$ cat src/rtl/ffha_pkg.sv
// ----------------------------------------------------------------------------
// ffha_pkg: shared types and constants of the first-fit heap allocator
// Sizes of the chunk table, command and status codes, and the types used
// between the controller and the row of chunk cells.
// ----------------------------------------------------------------------------
package ffha_pkg;

    localparam int MAX_CHUNKS   = 64;
    // ALIGN_BYTES must be a power of two; rounding is done with a mask.
    localparam int ALIGN_BYTES  = 16;
    localparam int HEADER_BYTES = 16;

    localparam int IDX_W   = $clog2(MAX_CHUNKS);
    localparam int CNT_W   = $clog2(MAX_CHUNKS + 1);
    localparam int PADDR_W = 3;

    localparam logic [31:0] HEAP_START_RST = 32'd0;
    localparam logic [31:0] HEAP_SIZE_RST  = 32'd1048576;

    localparam logic [1:0] CMD_ALLOC = 2'd0;
    localparam logic [1:0] CMD_FREE  = 2'd1;
    localparam logic [1:0] CMD_INIT  = 2'd2;

    localparam logic [1:0] STAT_OK       = 2'd0;
    localparam logic [1:0] STAT_NO_FIT   = 2'd1;
    localparam logic [1:0] STAT_BAD_FREE = 2'd2;
    localparam logic [1:0] STAT_FULL     = 2'd3;

    // Register index as decoded from paddr[2].
    localparam logic REG_HEAP_START = 1'b0;

    typedef struct packed {
        logic [31:0] bytes;
        logic        used;
    } t_entry;

    typedef enum logic [2:0] {
        OP_HOLD,
        OP_ROTATE,
        OP_WRITE,
        OP_INSERT,
        OP_DELETE,
        OP_CLEAR
    } t_cell_op;

    typedef struct packed {
        t_cell_op         op;
        logic [IDX_W-1:0] k;
        t_entry           val;
    } t_cell_cmd;

    typedef enum logic [2:0] {
        S_IDLE,
        S_SCAN,
        S_EVAL,
        S_INSERT,
        S_DELETE,
        S_DONE
    } t_state;

endpackage

$ cat src/rtl/ffha_cell.sv
// ----------------------------------------------------------------------------
// ffha_cell: one entry of the chunk table
// Holds a chunk size and used mark and trades them with its neighbors on
// rotate, insert and delete commands broadcast by the controller.
// ----------------------------------------------------------------------------
module ffha_cell (
    input  logic                         i_clk,
    input  logic                         i_rst_n,
    input  ffha_pkg::t_cell_cmd          i_cmd,
    input  logic [ffha_pkg::IDX_W-1:0]   i_index,
    input  ffha_pkg::t_entry             i_left,
    input  ffha_pkg::t_entry             i_right,
    output ffha_pkg::t_entry             o_entry
);
    import ffha_pkg::*;

    t_entry r_entry;
    t_entry n_entry;
    logic   w_first;
    logic   w_last;

    assign w_first = (i_index == '0);
    assign w_last  = (i_index == IDX_W'(MAX_CHUNKS - 1));

    always_comb begin
        n_entry = r_entry;
        unique case (i_cmd.op)
            OP_HOLD:   n_entry = r_entry;
            OP_ROTATE: n_entry = i_right;
            OP_WRITE: begin
                if (i_index == i_cmd.k) n_entry = i_cmd.val;
            end
            OP_INSERT: begin
                if (i_index == i_cmd.k) n_entry = i_cmd.val;
                else if (i_index > i_cmd.k) n_entry = i_left;
            end
            OP_DELETE: begin
                if (i_index >= i_cmd.k) n_entry = w_last ? '0 : i_right;
            end
            OP_CLEAR: n_entry = w_first ? t_entry'{i_cmd.val.bytes, 1'b0} : '0;
            default:  n_entry = r_entry;
        endcase
    end

    always_ff @(posedge i_clk) begin
        if (!i_rst_n) begin
            r_entry <= w_first ? t_entry'{HEAP_SIZE_RST, 1'b0} : '0;
        end else begin
            r_entry <= n_entry;
        end
    end

    assign o_entry = r_entry;

endmodule

$ cat config.mk
export PLATFORM = sky130hd
export DESIGN_NAME = ffha_cell
export DESIGN_NICKNAME = d
export VERILOG_FILES = /design/src/rtl/ffha_pkg.sv /design/src/rtl/ffha_cell.sv
export SDC_FILE = /design/constraint.sdc
export NUM_CORES = 1
export LEC_CHECK = 0
export CAP_MARGIN = 20
export CORE_ASPECT_RATIO = 0.7
export CORE_MARGIN = 10
export CORE_UTILIZATION = 63
export CTS_BUF_LIST = sky130_fd_sc_hd__clkbuf_4 sky130_fd_sc_hd__clkbuf_8 sky130_fd_sc_hd__clkbuf_16
export DETAILED_ROUTE_END_ITERATION = 8
export DONT_BUFFER_PORTS = 1
export PLACE_DENSITY = 0.83
export SYNTH_ARGS = -nofsm -noshare
export SYNTH_HDL_FRONTEND = slang
export SYNTH_SLANG_ARGS = --single-unit
$ cat constraint.sdc
create_clock -name i_clk -period 3 [get_ports i_clk]
set_input_delay 0.15 -clock i_clk [delete_from_list [all_inputs] [get_ports i_clk]]
set_output_delay 0.15 -clock i_clk [all_outputs]
set_load 0.05 [all_outputs]
# Word level (Yosys, flattened, before mapping)
# Index checks and enable logic that the tools add are counted.
classes:
  n_lt_le_gt_ge: 2
  n_eq_ne: 11
  mux: 9
  reduce_logical: 2
op_table:
  columns: ["op", "count"]
  rows:
  - ["$mux W33", 7]
  - ["$pmux W33 S5", 1]
  - ["$mux W22", 1]
  - ["$eq A3 B2 Y1 const B", 2]
  - ["$eq A3 B3 Y1 const B", 2]
  - ["$eq A6 B6 Y1", 1]
  - ["$eq A6 B6 Y1 const B", 1]
  - ["$ge A6 B6 Y1", 1]
  - ["$gt A6 B6 Y1", 1]
  - ["$logic_not A6 Y1", 1]
  - ["$ne A3 B3 Y1 const B", 2]
  - ["$ne A6 B1 Y1 const B", 1]
  - ["$ne A4 B4 Y1 const B", 1]
  - ["$reduce_and A4 Y1", 1]
  - ["$eq A3 B1 Y1 const B", 1]
word_totals:
  ff_bits: 33
  word_cells: 26

# Logic depth before layout (Yosys ltp)
logic_depth:
  word_depth: 5
  mapped_depth: 7
  ltp_nobuf: 6

# Worst setup path after synthesis
# Ideal clock, no wire load.
synth_timing:
  path_kind: "input port to flip-flop"
  from: "input port i_cmd[38] (netlist name)"
  to: "register r_entry (netlist bit o_entry[0]), enable pin"
  setup_ps: 428
  t_arrival_ps: 1996
  t_required_ps: 2572
  slack_ps: 576
  stages: 6
  path_buffers: 0
  path_cell_list: "inv_1 -> ha_1 -> and4_1 -> a32oi_1 -> a311oi_1 -> or4_1"
synth_via:
  elab_chain_len: 3
synth_lines:
  columns: ["element", "line", "text"]
  rows:
  - ["from (decl)", "ffha_cell.sv:9", "input ffha_pkg::t_cell_cmd i_cmd,"]
  - ["$gt A6 B6 Y1 (tied with other cells)", "ffha_cell.sv:35", "else if (i_index > i_cmd.k) n_entry = i_left;"]
  - ["$ne A4 B4 Y1 (no line) / $ne A3 B3 Y1 (equally long branches)", null, null]
  - ["$reduce_and A4 Y1 (no line) *", null, null]
  - ["to (signal assigned)", "ffha_cell.sv:47", "r_entry <= w_first ? t_entry'{HEAP_SIZE_RST, 1'b0} : '0;"]
  - ["to (signal assigned)", "ffha_cell.sv:49", "r_entry <= n_entry;"]
  - ["to (decl)", "ffha_cell.sv:17", "t_entry r_entry;"]
# Mark *: on every way between the ends. The rest lies on a longest branch, timed or not.
# A chain may end at the register's enable or synchronous reset.

# Worst setup path in the final report
layout_timing:
  from: "input port i_cmd[38] (netlist name)"
  to: "register r_entry (netlist bit o_entry[27]), enable pin"
# Same word-level chain as after synthesis.

==> flow_metrics.env <==
export IMPL_status="finished, final reports clean"
export IMPL_power_density_nw_per_um2=646
export IMPL_cts_resized_gates=0
export IMPL_synth_main_ff_cell="edfxtp_1"
export IMPL_gp_congestion=0.809
export IMPL_num_io_pins=149
export IMPL_wl_met3_um=766
export IMPL_worstMarginPinSlew_ns=0.689
export IMPL_antenna_found_initial=0
export IMPL_start_kind="primary input"
export IMPL_chipWidth_um=88.6
export IMPL_endpoint_kind="flop"
export IMPL_clockBufferDepth=2
export IMPL_fmax_mhz=526
export IMPL_post_cts_setup_buffers=0
export IMPL_ant_nets=0
export IMPL_syn_inst=187
export IMPL_ctsHoldBuffers=0
export IMPL_async_flop_share_pct=0
export IMPL_slowest_stage="or4_1"
export IMPL_root_buffer="clkbuf_8"
export IMPL_synth_avg_cell_area_sq_um=11.1
export IMPL_ir_drop_uv=394
export IMPL_dp_slack_ns=0.831
export IMPL_htreeDepth=2
export IMPL_cts_tree="yes"
export IMPL_yosys_cell_types_count=38
export IMPL_wl_met2_um=3210
export IMPL_vias_per_cell=7.21
export IMPL_wl_um=6220
export IMPL_grt_pass1_vias=1729
export IMPL_rows=17
export IMPL_cap_violations=0
export IMPL_max_stage_delay_ns=0.53
export IMPL_setup_viol=0
export IMPL_stdcell_area_sq_um=2160
export IMPL_syn_nets=309
export IMPL_dieArea_sq_um=6030
export IMPL_finalHoldViolCount=0
export IMPL_start_util_pct=66.0
export IMPL_nNetsFinal=309
export IMPL_clock_sinks=33
export IMPL_topRoutingLayerUsed="met4"
export IMPL_fin_crit_ns=1.90
export IMPL_grt_first_pass_wirelength_um=9020
export IMPL_grt_max_degree=35
export IMPL_drt_iter0_drc=117
export IMPL_placement_io_buffers=0
export IMPL_clkTransAtPathRegs_ns=0.06
export IMPL_cp_max_fo=18
export IMPL_fin_crit_sh_pct=63.3
export IMPL_grt_overflow=0
export IMPL_synth_area_sq_um=2080
export IMPL_fin_ws_ns=1.10
export IMPL_wl_per_cell_um=27.5
export IMPL_n_antenna_cell=0
export IMPL_ys_warn_count=0
export IMPL_rsz0062_at_grt="false"
export IMPL_synth_top_cell_by_area="edfxtp_1"
export IMPL_area_growth_pct=3.98
export IMPL_synth_edf_count=33
export IMPL_place_area_sq_um=2050
export IMPL_via_count=1629
export IMPL_ys_top_cells_by_area="edfxtp_1 (48%), a22oi_1 (9.4%), a21oi_1 (8.0%), o21ai_1 (7.5%), ha_1 (3.6%)"
export IMPL_drive_gt1_share_pct=14.4
export IMPL_fin_setup_tns_ns=0
export IMPL_grt_usage_pct=19.3
export IMPL_drcViolationCount=0
export IMPL_die_h_um=68.0
export IMPL_relSlewSlack_pct=54.1
export IMPL_path_class="primary input to flop"
export IMPL_drv_slew=0
export IMPL_hold_slack_ns=0.111
export IMPL_largest_reg_flops=33
export IMPL_fillers=250
export IMPL_critical_path_required_ns=3.01
export IMPL_first_pass_iters=4
export IMPL_cts_inserted_buffers=5
export IMPL_dp_hpwl_um=4920
export IMPL_core_area_sq_um=3150
export IMPL_synth_top_area_share_pct=47.7
export IMPL_seq_area_frac_synth_pct=47.7
export IMPL_ys_ff_latch=33
export IMPL_crit_arrival_ns=1.91
export IMPL_cp_cell_sequence="inv_1 > ha_1 > and4_1 > a32oi_1 > a311oi_1 > or4_1 > buf_4"
export IMPL_wl_met1_um=2150
export IMPL_p_leak_nw=0.735
export IMPL_hp_class="primary input to flop"
final timing paths:
check	startpoint	to	slack, ns	cells after the start
max	i_cmd[38]	o_entry[27]$_SDFFCE_PN0P_	1.10	7
min	i_rst_n	o_entry[0]$_SDFFCE_PN0P_	0.11	2
through the flow:
stage | power (mW) | util, % | cells
CTS | 1.41 | 68.6 | 226
global route | 1.46 | 68.6 | 226
finish | 1.40 | 68.6 | 226
global placement | 0.997 | 65.1 | 218
floorplan | 0.966 | - | 187
detailed placement | 1.01 | 65.1 | 218
per-layer routing:
metal,GRT usage (%),vias to the layer above
li1,-,753
met1,20.9,758
met2,33.5,112
met3,8.66,6
met4,6.43,0
met5,0,-
worst max-delay path, delay by kind of cell:
| family | cells | cell delay (ns) |
|---|---|---|
| and+or+nand+nor | 2 | 0.81 |
| AOI/OAI and AO/OA | 2 | 0.35 |
| buffers and inverters | 2 | 0.25 |
| adders and majority gates | 1 | 0.33 |
cells in the final DEF (no fill, tap or decap):
cell       synthesis  final
o211a_4            1      1
o31ai_1            1      1
a311oi_1           2      2
clkbuf_8           1      5
o21ai_0            2      2
edfxtp_1          33     33
nor4_4             1      1
a211oi_4           0      1
o31a_2             1      1
ha_1               6      6
inv_1              8      8
nand4_1            2      2
nand3b_2           1      1
nand3_1            1      1
nor2b_1            2      2
o22ai_2            1      1
clkbuf_4           0      1
a22oi_1           26     26
buf_4              1      8
a221oi_1           1      1
or4_1              1      1
mux2i_1            1      1
a32oi_1            1      1
nand2b_1           1      1
clkinv_1           1      2
a31oi_1            1      1
o21ai_1           31     31
bufinv_16          0      1
a21o_1             2      2
and4_1             1      1
a22oi_2            5      5
a21oi_1           33     33
and2_1             1      1
nand4b_1           2      2
or4_4              1      1
cells in the mapped netlist (2+ instances only):
cell	n
a22oi_1	26
nor2b_1	2
o21ai_1	31
nand4_1	2
nand4b_1	2
a311oi_1	2
edfxtp_1	33
o21ai_0	2
a22oi_2	5
a21o_1	2
buf_6	5
dlygate4sd3_1	2
clkbuf_2	3
dlymetal6s2s_1	2
a21oi_1	33
ha_1	6
inv_1	8
where the power goes:
part,leakage (nW),switching [mW],total (mW),internal (mW)
Clock,0.0563,0.146,0.400,0.254
Combinational,0.335,0.0863,0.148,0.0616
Sequential,0.345,0.258,0.848,0.590
Total,0.735,0.490,1.40,0.906
logic make-up (layout without fill, tap and decap cells):
group | after synthesis | in the layout | share of synthesized area, %
simple gates | 14 | 14 | 5.78
compound gates | 109 | 109 | 33.9
mux | 1 | 1 | 0.482
fa+ha+maj | 6 | 6 | 3.61
buf+inv | 24 | 25 | 8.49
flops | 33 | 33 | 47.7
area by class of cell:
cell class | count | area [sq um] | share of cell area [%]
repair buffers | 8 | 60.1 | 2.78
clock buffers | 6 | 76.3 | 3.53
flip-flops and latches | 33 | 991 | 45.9
multi-input cells | 130 | 917 | 42.5
well taps | 38 | 47.5 | 2.20
inverters | 9 | 33.8 | 1.56
clock inverters | 2 | 33.8 | 1.56
No activity file was read; power rests on OpenSTA's default activity.
